**config.mk**
```make
export PLATFORM = sky130hd
export DESIGN_NAME = pi_mass_spring_damper_sim_step
export DESIGN_NICKNAME = d
export VERILOG_FILES = /design/src/hw/rtl/pmsd_pkg.sv /design/src/hw/rtl/pmsd_cfg_regs.sv /design/src/hw/rtl/pmsd_ctrl.sv /design/src/hw/rtl/pmsd_datapath.sv /design/src/hw/rtl/pi_mass_spring_damper_sim_step.sv
export SDC_FILE = /design/constraint.sdc
export NUM_CORES = 2
export LEC_CHECK = 0
export BUFFER_PORTS_ARGS = -buffer_cell sky130_fd_sc_hd__buf_4
export CORE_ASPECT_RATIO = 1.25
export CORE_MARGIN = 8
export CORE_UTILIZATION = 65
export DETAILED_ROUTE_END_ITERATION = 16
export PLACE_DENSITY = 0.78
export SYNTH_ARGS = -nofsm -noshare
export SYNTH_HDL_FRONTEND = slang
export SYNTH_SLANG_ARGS = --single-unit
```
**constraint.sdc**
```tcl
create_clock -name clk -period 24.7 [get_ports clk]
set_input_delay 1.235 -clock clk [delete_from_list [all_inputs] [get_ports clk]]
set_output_delay 1.235 -clock clk [all_outputs]
set_load 0.05 [all_outputs]
```
**src/hw/rtl/pmsd_pkg.sv**
```systemverilog
// ----------------------------------------------------------------------------
// pmsd_pkg
// Types, constants and codes shared by the PI mass-spring-damper step block.
// ----------------------------------------------------------------------------
package pmsd_pkg;

  // Default fixed point format of the state words.
  localparam int FRACTION_BITS_DEF = 16;
  localparam int WORD_BITS_DEF     = 32;

  // Datapath widths.
  localparam int OPND_W     = 64;                  // signed operand and sum width
  localparam int HALF_W     = 32;                  // multiplier operand slice
  localparam int GAIN_W     = 31;                  // gain register width
  localparam int PART_W     = HALF_W + GAIN_W;     // one partial product
  localparam int PROD_W     = 96;                  // full magnitude product
  localparam int LIMIT_BITS = 60;                  // products clamp at 2^60
  localparam int QMAG_W     = LIMIT_BITS + 1;      // clamped product magnitude
  localparam int POS_W      = 32;                  // reported position width
  localparam int DT_W       = 16;                  // time step register width
  localparam int REF_W      = 32;                  // reference register width

  // Configuration port widths.
  localparam int CFG_IDX_W  = 3;
  localparam int CFG_DATA_W = 32;

  // Register reset values.
  localparam logic [GAIN_W-1:0] KP_RST  = 31'd1310720;
  localparam logic [GAIN_W-1:0] KI_RST  = 31'd2621440;
  localparam logic [GAIN_W-1:0] B_RST   = 31'd131072;
  localparam logic [GAIN_W-1:0] K_RST   = 31'd655360;
  localparam logic [GAIN_W-1:0] IM_RST  = 31'd65536;
  localparam logic [DT_W-1:0]   DT_RST  = 16'd655;
  localparam logic [REF_W-1:0]  REF_RST = 32'd65536;

  // Register indexes on the configuration port.
  typedef enum logic [CFG_IDX_W-1:0] {
    REG_KP  = 3'd0,
    REG_KI  = 3'd1,
    REG_B   = 3'd2,
    REG_K   = 3'd3,
    REG_IM  = 3'd4,
    REG_DT  = 3'd5,
    REG_REF = 3'd6
  } cfg_reg_t;

  // Configuration register file contents.
  typedef struct packed {
    logic [GAIN_W-1:0] proportional_gain;
    logic [GAIN_W-1:0] integral_gain;
    logic [GAIN_W-1:0] damping_coefficient;
    logic [GAIN_W-1:0] spring_stiffness;
    logic [GAIN_W-1:0] inverse_mass;
    logic [DT_W-1:0]   time_step;
    logic [REF_W-1:0]  reference_level;
  } cfg_t;

  // The eight scaled products of one step, in issue order.
  typedef enum logic [2:0] {
    OP_E_KP   = 3'd0,   // acc  = e * Kp
    OP_XI_KI  = 3'd1,   // acc += xi * Ki
    OP_V_B    = 3'd2,   // acc -= v * b
    OP_Y_K    = 3'd3,   // acc -= y * k
    OP_ACC_IM = 3'd4,   // acc  = acc * (1/m), the velocity derivative
    OP_V_DT   = 3'd5,   // new y  = y + v * dt
    OP_VD_DT  = 3'd6,   // new v  = v + vdot * dt
    OP_E_DT   = 3'd7    // new xi = xi + e * dt
  } op_t;

  // Controller states.
  typedef enum logic [2:0] {
    ST_IDLE   = 3'd0,
    ST_PREP   = 3'd1,
    ST_LOAD   = 3'd2,
    ST_LO     = 3'd3,
    ST_HI     = 3'd4,
    ST_SUM    = 3'd5,
    ST_FIN    = 3'd6,
    ST_COMMIT = 3'd7
  } state_t;

  // Commands from the controller to the datapath.
  typedef struct packed {
    logic accept;     // input word taken this cycle
    logic calc_err;   // form the control error
    logic mul_load;   // latch operand magnitude, sign and gain
    logic mul_lo;     // low partial product
    logic mul_hi;     // high partial product, low one moves to the sum
    logic mul_sum;    // add the high partial product
    logic mul_fin;    // round, clamp and apply to the destination
    logic commit;     // saturate and write the state, load the result word
    op_t  op;
  } cmd_t;

endpackage

```
**src/hw/rtl/pmsd_cfg_regs.sv**
```systemverilog
// ----------------------------------------------------------------------------
// pmsd_cfg_regs
// Configuration register file: gains, plant constants, time step and reference.
// ----------------------------------------------------------------------------
module pmsd_cfg_regs (
  input  logic                               clk,
  input  logic                               rst_n,
  input  logic                               cfg_valid,
  output logic                               cfg_ready,
  input  logic [pmsd_pkg::CFG_IDX_W-1:0]     cfg_index,
  input  logic [pmsd_pkg::CFG_DATA_W-1:0]    cfg_data,
  output pmsd_pkg::cfg_t                     cfg
);
  import pmsd_pkg::*;

  cfg_t cfg_r;
  cfg_t cfg_nxt;

  // Writes are always taken; only the bits of a register's width are kept.
  assign cfg_ready = 1'b1;

  always_comb begin
    cfg_nxt = cfg_r;
    if (cfg_valid) begin
      unique case (cfg_reg_t'(cfg_index))
        REG_KP:  cfg_nxt.proportional_gain   = cfg_data[GAIN_W-1:0];
        REG_KI:  cfg_nxt.integral_gain       = cfg_data[GAIN_W-1:0];
        REG_B:   cfg_nxt.damping_coefficient = cfg_data[GAIN_W-1:0];
        REG_K:   cfg_nxt.spring_stiffness    = cfg_data[GAIN_W-1:0];
        REG_IM:  cfg_nxt.inverse_mass        = cfg_data[GAIN_W-1:0];
        REG_DT:  cfg_nxt.time_step           = cfg_data[DT_W-1:0];
        REG_REF: cfg_nxt.reference_level     = cfg_data[REF_W-1:0];
        default: cfg_nxt = cfg_r;
      endcase
    end
  end

  always_ff @(posedge clk) begin
    if (!rst_n) begin
      cfg_r.proportional_gain   <= KP_RST;
      cfg_r.integral_gain       <= KI_RST;
      cfg_r.damping_coefficient <= B_RST;
      cfg_r.spring_stiffness    <= K_RST;
      cfg_r.inverse_mass        <= IM_RST;
      cfg_r.time_step           <= DT_RST;
      cfg_r.reference_level     <= REF_RST;
    end else begin
      cfg_r <= cfg_nxt;
    end
  end

  assign cfg = cfg_r;

endmodule

```
**src/hw/rtl/pmsd_ctrl.sv**
```systemverilog
// ----------------------------------------------------------------------------
// pmsd_ctrl
// Step sequencer: walks the eight products through the shared multiplier and
// owns the input and result handshakes.
// ----------------------------------------------------------------------------
module pmsd_ctrl (
  input  logic           clk,
  input  logic           rst_n,
  input  logic           in_valid,
  output logic           in_stall,
  output logic           out_valid,
  input  logic           out_stall,
  output pmsd_pkg::cmd_t cmd
);
  import pmsd_pkg::*;

  state_t state_r;
  state_t state_nxt;
  op_t    op_r;
  op_t    op_nxt;
  logic   out_valid_r;
  logic   out_valid_nxt;
  logic   commit_ok;

  // The result register is free when empty or being taken this cycle.
  assign commit_ok = !out_valid_r || !out_stall;

  // Next state and product counter.
  always_comb begin
    state_nxt = state_r;
    op_nxt    = op_r;
    unique case (state_r)
      ST_IDLE: begin
        if (in_valid) state_nxt = ST_PREP;
      end
      ST_PREP: begin
        state_nxt = ST_LOAD;
        op_nxt    = OP_E_KP;
      end
      ST_LOAD: state_nxt = ST_LO;
      ST_LO:   state_nxt = ST_HI;
      ST_HI:   state_nxt = ST_SUM;
      ST_SUM:  state_nxt = ST_FIN;
      ST_FIN: begin
        if (op_r == OP_E_DT) begin
          state_nxt = ST_COMMIT;
        end else begin
          op_nxt    = op_t'(op_r + 3'd1);
          state_nxt = ST_LOAD;
        end
      end
      ST_COMMIT: begin
        if (commit_ok) state_nxt = ST_IDLE;
      end
      default: state_nxt = ST_IDLE;
    endcase
  end

  // Datapath commands and handshake outputs.
  always_comb begin
    cmd          = '0;
    cmd.op       = op_r;
    cmd.accept   = (state_r == ST_IDLE) && in_valid;
    cmd.calc_err = (state_r == ST_PREP);
    cmd.mul_load = (state_r == ST_LOAD);
    cmd.mul_lo   = (state_r == ST_LO);
    cmd.mul_hi   = (state_r == ST_HI);
    cmd.mul_sum  = (state_r == ST_SUM);
    cmd.mul_fin  = (state_r == ST_FIN);
    cmd.commit   = (state_r == ST_COMMIT) && commit_ok;
    in_stall     = (state_r != ST_IDLE);

    priority if (cmd.commit) begin
      out_valid_nxt = 1'b1;
    end else if (out_valid_r && !out_stall) begin
      out_valid_nxt = 1'b0;
    end else begin
      out_valid_nxt = out_valid_r;
    end
  end

  always_ff @(posedge clk) begin
    if (!rst_n) begin
      state_r     <= ST_IDLE;
      op_r        <= OP_E_KP;
      out_valid_r <= 1'b0;
    end else begin
      state_r     <= state_nxt;
      op_r        <= op_nxt;
      out_valid_r <= out_valid_nxt;
    end
  end

  assign out_valid = out_valid_r;

endmodule

```
**src/hw/rtl/pmsd_datapath.sv**
```systemverilog
// ----------------------------------------------------------------------------
// pmsd_datapath
// Plant and controller state, the shared fixed point multiplier with its
// round and clamp stage, the accumulators and the saturating state update.
// ----------------------------------------------------------------------------
module pmsd_datapath #(
  parameter int FRACTION_BITS = pmsd_pkg::FRACTION_BITS_DEF,
  parameter int WORD_BITS     = pmsd_pkg::WORD_BITS_DEF
) (
  input  logic                              clk,
  input  logic                              rst_n,
  input  pmsd_pkg::cmd_t                    cmd,
  input  pmsd_pkg::cfg_t                    cfg,
  input  logic                              in_restart,
  output logic signed [pmsd_pkg::POS_W-1:0] out_position,
  output logic                              out_saturated
);
  import pmsd_pkg::*;

  localparam int CLAMP_LSB = FRACTION_BITS + LIMIT_BITS;
  localparam logic [PROD_W-1:0] ROUND_ADD = PROD_W'((96'd1 << FRACTION_BITS) - 96'd1);
  localparam logic [QMAG_W-1:0] QLIMIT    = {1'b1, {LIMIT_BITS{1'b0}}};

  // Plant and integrator state.
  logic [WORD_BITS-1:0] y_r, y_nxt;
  logic [WORD_BITS-1:0] v_r, v_nxt;
  logic [WORD_BITS-1:0] xi_r, xi_nxt;

  // Step temporaries, two's complement in OPND_W bits.
  logic [OPND_W-1:0] e_r, e_nxt;
  logic [OPND_W-1:0] acc_r, acc_nxt;
  logic [OPND_W-1:0] ny_r, ny_nxt;
  logic [OPND_W-1:0] nv_r, nv_nxt;
  logic [OPND_W-1:0] nxi_r, nxi_nxt;

  // Multiplier pipeline.
  logic [OPND_W-1:0] mag_r, mag_nxt;
  logic              neg_r, neg_nxt;
  logic [GAIN_W-1:0] gain_r, gain_nxt;
  logic [PART_W-1:0] part_r, part_nxt;
  logic [PROD_W-1:0] prod_r, prod_nxt;

  // Result word.
  logic [POS_W-1:0]  pos_r, pos_nxt;
  logic              sat_r, sat_nxt;

  logic [OPND_W-1:0] y_ext, v_ext, xi_ext, ref_ext;
  logic [OPND_W-1:0] src;
  logic [GAIN_W-1:0] gain_sel;
  logic [HALF_W-1:0] mul_a;
  logic [PART_W-1:0] mul_p;
  logic              q_ovf;
  logic [QMAG_W-1:0] q_mag;
  logic              sub;
  logic [OPND_W-1:0] term;
  logic [OPND_W-1:0] base;
  logic [OPND_W-1:0] fin_sum;
  logic [WORD_BITS:0] y_clip, v_clip, xi_clip;

  // Saturate a sum to the state word; the top bit flags a clip.
  function automatic logic [WORD_BITS:0] clip_word(input logic [OPND_W-1:0] s);
    logic                 fits;
    logic [WORD_BITS-1:0] val;
    fits = (s[OPND_W-1:WORD_BITS-1] == {(OPND_W-WORD_BITS+1){s[OPND_W-1]}});
    val  = fits ? s[WORD_BITS-1:0]
                : {s[OPND_W-1], {(WORD_BITS-1){~s[OPND_W-1]}}};
    return {~fits, val};
  endfunction

  // Sign extension of state and reference to operand width.
  assign y_ext   = {{(OPND_W-WORD_BITS){y_r[WORD_BITS-1]}}, y_r};
  assign v_ext   = {{(OPND_W-WORD_BITS){v_r[WORD_BITS-1]}}, v_r};
  assign xi_ext  = {{(OPND_W-WORD_BITS){xi_r[WORD_BITS-1]}}, xi_r};
  assign ref_ext = {{(OPND_W-REF_W){cfg.reference_level[REF_W-1]}}, cfg.reference_level};

  // Operand and gain selection for the product in flight.
  always_comb begin
    unique case (cmd.op)
      OP_E_KP: begin
        src = e_r;    gain_sel = cfg.proportional_gain;
      end
      OP_XI_KI: begin
        src = xi_ext; gain_sel = cfg.integral_gain;
      end
      OP_V_B: begin
        src = v_ext;  gain_sel = cfg.damping_coefficient;
      end
      OP_Y_K: begin
        src = y_ext;  gain_sel = cfg.spring_stiffness;
      end
      OP_ACC_IM: begin
        src = acc_r;  gain_sel = cfg.inverse_mass;
      end
      OP_V_DT: begin
        src = v_ext;  gain_sel = GAIN_W'(cfg.time_step);
      end
      OP_VD_DT: begin
        src = acc_r;  gain_sel = GAIN_W'(cfg.time_step);
      end
      OP_E_DT: begin
        src = e_r;    gain_sel = GAIN_W'(cfg.time_step);
      end
      default: begin
        src = e_r;    gain_sel = cfg.proportional_gain;
      end
    endcase
  end

  // Base value the finished product is added to.
  always_comb begin
    unique case (cmd.op)
      OP_E_KP:   base = '0;
      OP_XI_KI:  base = acc_r;
      OP_V_B:    base = acc_r;
      OP_Y_K:    base = acc_r;
      OP_ACC_IM: base = '0;
      OP_V_DT:   base = y_ext;
      OP_VD_DT:  base = v_ext;
      OP_E_DT:   base = xi_ext;
      default:   base = '0;
    endcase
  end

  // One shared 32 by 31 bit multiplier over the two halves of the magnitude.
  assign mul_a = cmd.mul_hi ? mag_r[OPND_W-1:HALF_W] : mag_r[HALF_W-1:0];
  assign mul_p = {{(PART_W-HALF_W){1'b0}}, mul_a} * {{(PART_W-GAIN_W){1'b0}}, gain_r};

  // Drop the fraction bits and clamp the magnitude at the product limit.
  assign q_ovf = |prod_r[PROD_W-1:CLAMP_LSB];
  assign q_mag = q_ovf ? QLIMIT : {1'b0, prod_r[CLAMP_LSB-1:FRACTION_BITS]};

  // Signed add or subtract into the base as one adder with carry in.
  assign sub     = neg_r ^ ((cmd.op == OP_V_B) || (cmd.op == OP_Y_K));
  assign term    = {{(OPND_W-QMAG_W){1'b0}}, q_mag} ^ {OPND_W{sub}};
  assign fin_sum = base + term + OPND_W'(sub);

  // Saturated next state.
  assign y_clip  = clip_word(ny_r);
  assign v_clip  = clip_word(nv_r);
  assign xi_clip = clip_word(nxi_r);

  always_comb begin
    y_nxt    = y_r;
    v_nxt    = v_r;
    xi_nxt   = xi_r;
    e_nxt    = e_r;
    acc_nxt  = acc_r;
    ny_nxt   = ny_r;
    nv_nxt   = nv_r;
    nxi_nxt  = nxi_r;
    mag_nxt  = mag_r;
    neg_nxt  = neg_r;
    gain_nxt = gain_r;
    part_nxt = part_r;
    prod_nxt = prod_r;
    pos_nxt  = pos_r;
    sat_nxt  = sat_r;

    // A restart clears the state before the step.
    if (cmd.accept && in_restart) begin
      y_nxt  = '0;
      v_nxt  = '0;
      xi_nxt = '0;
    end

    if (cmd.calc_err) e_nxt = ref_ext - y_ext;

    // Operands go in as sign and magnitude.
    if (cmd.mul_load) begin
      neg_nxt  = src[OPND_W-1];
      mag_nxt  = src[OPND_W-1] ? OPND_W'(0) - src : src;
      gain_nxt = gain_sel;
    end

    if (cmd.mul_lo) part_nxt = mul_p;

    // Negative operands round the magnitude up so the signed result floors.
    if (cmd.mul_hi) begin
      prod_nxt = {{(PROD_W-PART_W){1'b0}}, part_r} + (neg_r ? ROUND_ADD : '0);
      part_nxt = mul_p;
    end

    if (cmd.mul_sum) begin
      prod_nxt = prod_r + {{(PROD_W-PART_W-HALF_W){1'b0}}, part_r, {HALF_W{1'b0}}};
    end

    if (cmd.mul_fin) begin
      unique case (cmd.op)
        OP_V_DT:  ny_nxt  = fin_sum;
        OP_VD_DT: nv_nxt  = fin_sum;
        OP_E_DT:  nxi_nxt = fin_sum;
        default:  acc_nxt = fin_sum;
      endcase
    end

    // The result word reports the position from before the update.
    if (cmd.commit) begin
      y_nxt   = y_clip[WORD_BITS-1:0];
      v_nxt   = v_clip[WORD_BITS-1:0];
      xi_nxt  = xi_clip[WORD_BITS-1:0];
      pos_nxt = y_ext[POS_W-1:0];
      sat_nxt = y_clip[WORD_BITS] | v_clip[WORD_BITS] | xi_clip[WORD_BITS];
    end
  end

  always_ff @(posedge clk) begin
    if (!rst_n) begin
      y_r  <= '0;
      v_r  <= '0;
      xi_r <= '0;
    end else begin
      y_r  <= y_nxt;
      v_r  <= v_nxt;
      xi_r <= xi_nxt;
    end
  end

  always_ff @(posedge clk) begin
    e_r    <= e_nxt;
    acc_r  <= acc_nxt;
    ny_r   <= ny_nxt;
    nv_r   <= nv_nxt;
    nxi_r  <= nxi_nxt;
    mag_r  <= mag_nxt;
    neg_r  <= neg_nxt;
    gain_r <= gain_nxt;
    part_r <= part_nxt;
    prod_r <= prod_nxt;
    pos_r  <= pos_nxt;
    sat_r  <= sat_nxt;
  end

  assign out_position  = pos_r;
  assign out_saturated = sat_r;

endmodule

```
**src/hw/rtl/pi_mass_spring_damper_sim_step.sv**
```systemverilog
// ----------------------------------------------------------------------------
// pi_mass_spring_damper_sim_step
// Top level of the PI-controlled mass-spring-damper Euler step block.
// ----------------------------------------------------------------------------
// Each input word advances a PI-controlled mass-spring-damper by one forward
// Euler step in signed fixed point and returns one result word carrying the
// position from before the step and a flag that is set when any state value
// clipped. Setting restart in the input word zeroes position, velocity and the
// error integral before the step. From one accept to the next, the block
// takes the word, forms the error, runs each of the eight scaled products
// through load, low and high partial product, sum and finish, and saturates
// and writes the state. The single shared 32 by 31 bit multiplier builds
// every product from two partial products before it is rounded, clamped and
// accumulated. A finished result waits in an output register, so the next
// word can be taken while the previous result is still stalled. Registers
// must be written through the configuration port only while no step is in
// progress; the block itself does not enforce this.
module pi_mass_spring_damper_sim_step #(
  parameter int FRACTION_BITS = pmsd_pkg::FRACTION_BITS_DEF,
  parameter int WORD_BITS     = pmsd_pkg::WORD_BITS_DEF
) (
  input  logic                                 clk,
  input  logic                                 rst_n,
  input  logic                                 in_valid,
  output logic                                 in_stall,
  input  logic                                 in_restart,
  output logic                                 out_valid,
  input  logic                                 out_stall,
  output logic signed [pmsd_pkg::POS_W-1:0]    out_position,
  output logic                                 out_saturated,
  input  logic                                 cfg_valid,
  output logic                                 cfg_ready,
  input  logic [pmsd_pkg::CFG_IDX_W-1:0]       cfg_index,
  input  logic [pmsd_pkg::CFG_DATA_W-1:0]      cfg_data
);
  import pmsd_pkg::*;

  cfg_t cfg;
  cmd_t cmd;

  // Register file.
  pmsd_cfg_regs u_cfg (
    .clk       (clk),
    .rst_n     (rst_n),
    .cfg_valid (cfg_valid),
    .cfg_ready (cfg_ready),
    .cfg_index (cfg_index),
    .cfg_data  (cfg_data),
    .cfg       (cfg)
  );

  // Step sequencer.
  pmsd_ctrl u_ctrl (
    .clk       (clk),
    .rst_n     (rst_n),
    .in_valid  (in_valid),
    .in_stall  (in_stall),
    .out_valid (out_valid),
    .out_stall (out_stall),
    .cmd       (cmd)
  );

  // Arithmetic and state.
  pmsd_datapath #(
    .FRACTION_BITS (FRACTION_BITS),
    .WORD_BITS     (WORD_BITS)
  ) u_dp (
    .clk           (clk),
    .rst_n         (rst_n),
    .cmd           (cmd),
    .cfg           (cfg),
    .in_restart    (in_restart),
    .out_position  (out_position),
    .out_saturated (out_saturated)
  );

endmodule

```
==> flow_summary_export.csv <==
group,metric,value,unit
cts,cts_setup_buffers,0,
drt,ant_nets,0,
sta,slew_viol_final,0,
setup_path,crit_buf_inv,5,
place,hpwl,181000,µm
drt,wl_met1,89600,µm
cts,clk_latency,0.72,ns
yosys,synth_edf_count,561,
drt,routed.top_layer,"met5",
cts,cts.reportedPaths.clkPinSlew,0.07,ns
drt,viasPerCell,6.42,
grt,antenna_found_initial,4,
sta,finalSetupTns,0,ns
yosys,synth_area,78900,µm²
yosys,synth-simple-area-share,17.1,%
cts,cts_hold_buf,0,
sta,period_share,44.2,%
drt,drt-initial-drc-count,7054,
cts,cts_buffers,85,
die,initial_core_util,65.2,%
yosys,yosys_warnings,0,
yosys,yosysSeqAreaShare,29.1,%
place,place_inst,9679,
setup_path,arrival,11.38,ns
finish,final_cell_mix,"nand2_1 (1323), inv_1 (910), fa_1 (869)",
drt,drc_errors,0,
drt,met3WireLength,24700,µm
die,die_h,406,µm
sta,rsz0062_at_grt,"false",
die,rows,143,
sta,relSlewSlack,17.8,%
drt,routed-wl-met2,115000,µm
cts,cts_buffer_depth,3,
die,ios,77,
setup_path,cp-end-kind,"flip-flop",
yosys,synth_top_family_by_area,"adder cells",
drt,wl,248000,µm
yosys,netlist_instances,8429,
sta,finalHoldViolCount,0,
die,core_area,121000,µm²
setup_path,path_class,"flip-flop to flip-flop",
yosys,synth_xor_area_share,3.65,%
setup_path,cp_common_cell,"fa_1",
die,die_area,133000,µm²
yosys,synthAdderAreaFrac,29.0,%
setup_path,rrSetupSlack,13.77,ns
finish,fin_cells,9841,
setup_path,critPathTopFamily,"adder cells",
sta,period_minus_slack,10.93,ns
cts,cts_tree,"done",
cts,cts_sinks,867,
yosys,synthFlopType,"edfxtp_1",
grt,first_global_vias,63900,
setup_path,required,25.15,ns
place,place_congestion,1.01,
yosys,synth_compound_area_share,13.4,%
finish,final_common_cell,"nand2_1",
yosys,syn_nets,9775,
setup_path,max_stage_delay,0.87,ns
sta,fin_skew,0.0681,ns
run_status,outcome,"completed",
setup_path,crit_fanout,67,
yosys,synth_cell_types,93,
place,port-buffer-count,75,
cts,cts-resized-gates,0,
grt,grt.total_usage,37.0,%
drt,wl_per_cell,25.2,µm
finish,finalNetCount,9517,
hold_path,hp-class,"flip-flop to flip-flop",
sta,fmax,91.5,MHz
yosys,synth_mux_area_share,1.06,%
grt,grt_start_max_net_pins,192,
cts,htree_num_levels,3,
grt,grt_pass1_wl,379000,µm
sta,worst-slew-pin-transition,1.23,ns
drt,dr.pass1.iters,8,
sta,layout_setup_ws,13.77,ns
place,place_ws,13.86,ns
place,place_area,80400,µm²
sta,setup-violations-final,0,
yosys,yosys_register_bits,867,
grt,overflow,0,
finish,drive_above_1_share,5.34,%
finish,area_growth,5.54,%
setup_path,worstSetupStartpointType,"flip-flop",
yosys,synth.avg_cell_area,9.36,µm²
finish,stdcell_area,83300,µm²
setup_path,cp_slowest_cell,"mux2_2",
flow_run,drv_cap,0,
yosys,async_reset_ff_share,0,%
cts,cts-root-buf,"clkbuf_16",
drt,vias,63100,
die,die_w,328,µm
[tightest hold or removal path, cell delays in order (launching register included)]
cell	delay [ns]
dfxtp_1	0.31
nand2_1	0.05
a21boi_0	0.06
[metrics by stage]
stage	util, %	hold slack [ns]
final	68.9	0.466
after global routing	68.8	0.482
after CTS	68.8	0.469
after detailed placement	66.5	0.457
after global placement	66.5	0.451
after floorplan	-	0.441
[kinds of logic (layout without fill, tap and decap cells)]
group                    after synthesis  in the layout
AO/OA/AOI/OAI                       1610           1610
XOR/XNOR                             329            329
adder cells (fa/ha/maj)             1305           1305
buffers and inverters               1417           1230
flip-flops                           867            867
multiplexers                          76             76
other                                  1              5
AND/OR/NAND/NOR                     2824           2824
[Yosys cell counts, drive strengths merged, types with 73 or more instances]
library cell	n	area share, %
fa	869	22
clkbuf	490	2.3
inv	910	4.3
xnor2	221	2.5
nor2	313	1.5
edfxtp	561	21
xor2	108	1.2
nand2	1324	6.3
a22oi	124	1.2
nand3	117	0.75
and2	666	5.3
a21o	123	1.2
a21oi	421	2.7
a21boi	204	1.9
dfxtp	306	7.8
ha	436	6.9
o21ai	300	1.9
nor3	73	0.46
[layer usage]
metal	vias up	global-route usage [%]
met5	-	0
met4	4	23.4
met3	945	7.78
met2	3616	59.1
met1	31100	45.8
li1	27500	-
[path summary, 6_finish.rpt]
kind	startpoint	to	cells past startpoint
setup / recovery	u_ctrl.state_r[2]$_SDFFE_PN0P_	u_dp.part_r[61]$_DFFE_PP_	28
hold reg to reg	u_cfg.cfg[99]$_SDFFE_PN0P_	u_cfg.cfg[99]$_SDFFE_PN0P_	2
hold / removal	u_cfg.cfg[99]$_SDFFE_PN0P_	u_cfg.cfg[99]$_SDFFE_PN0P_	2
setup reg to reg	u_ctrl.state_r[2]$_SDFFE_PN0P_	u_dp.part_r[61]$_DFFE_PP_	28
[state kept, by name, indices dropped and copies added (netlist names), 33 cells and up]
register,flops
u_dp.ny_r,64
u_dp.nv_r,64
u_dp.part_r,63
u_dp.mag_r,64
u_dp.e_r,33
u_cfg.cfg,203
u_dp.nxi_r,64
u_dp.prod_r,80
u_dp.acc_r,64
[final cells by class]
type	instances	area, µm²
multi-input combinational	6145	50800
sequential	867	23000
inverter	911	3420
fill	9393	37700
timing repair buffer	161	1210
tap	1595	2000
clock inverter	46	510
antenna	4	10.0
clock buffer	112	2360
Power is left out: the tool's default activity adds up to more than one toggle a clock period on the data nets, which glitch-free logic cannot reach.
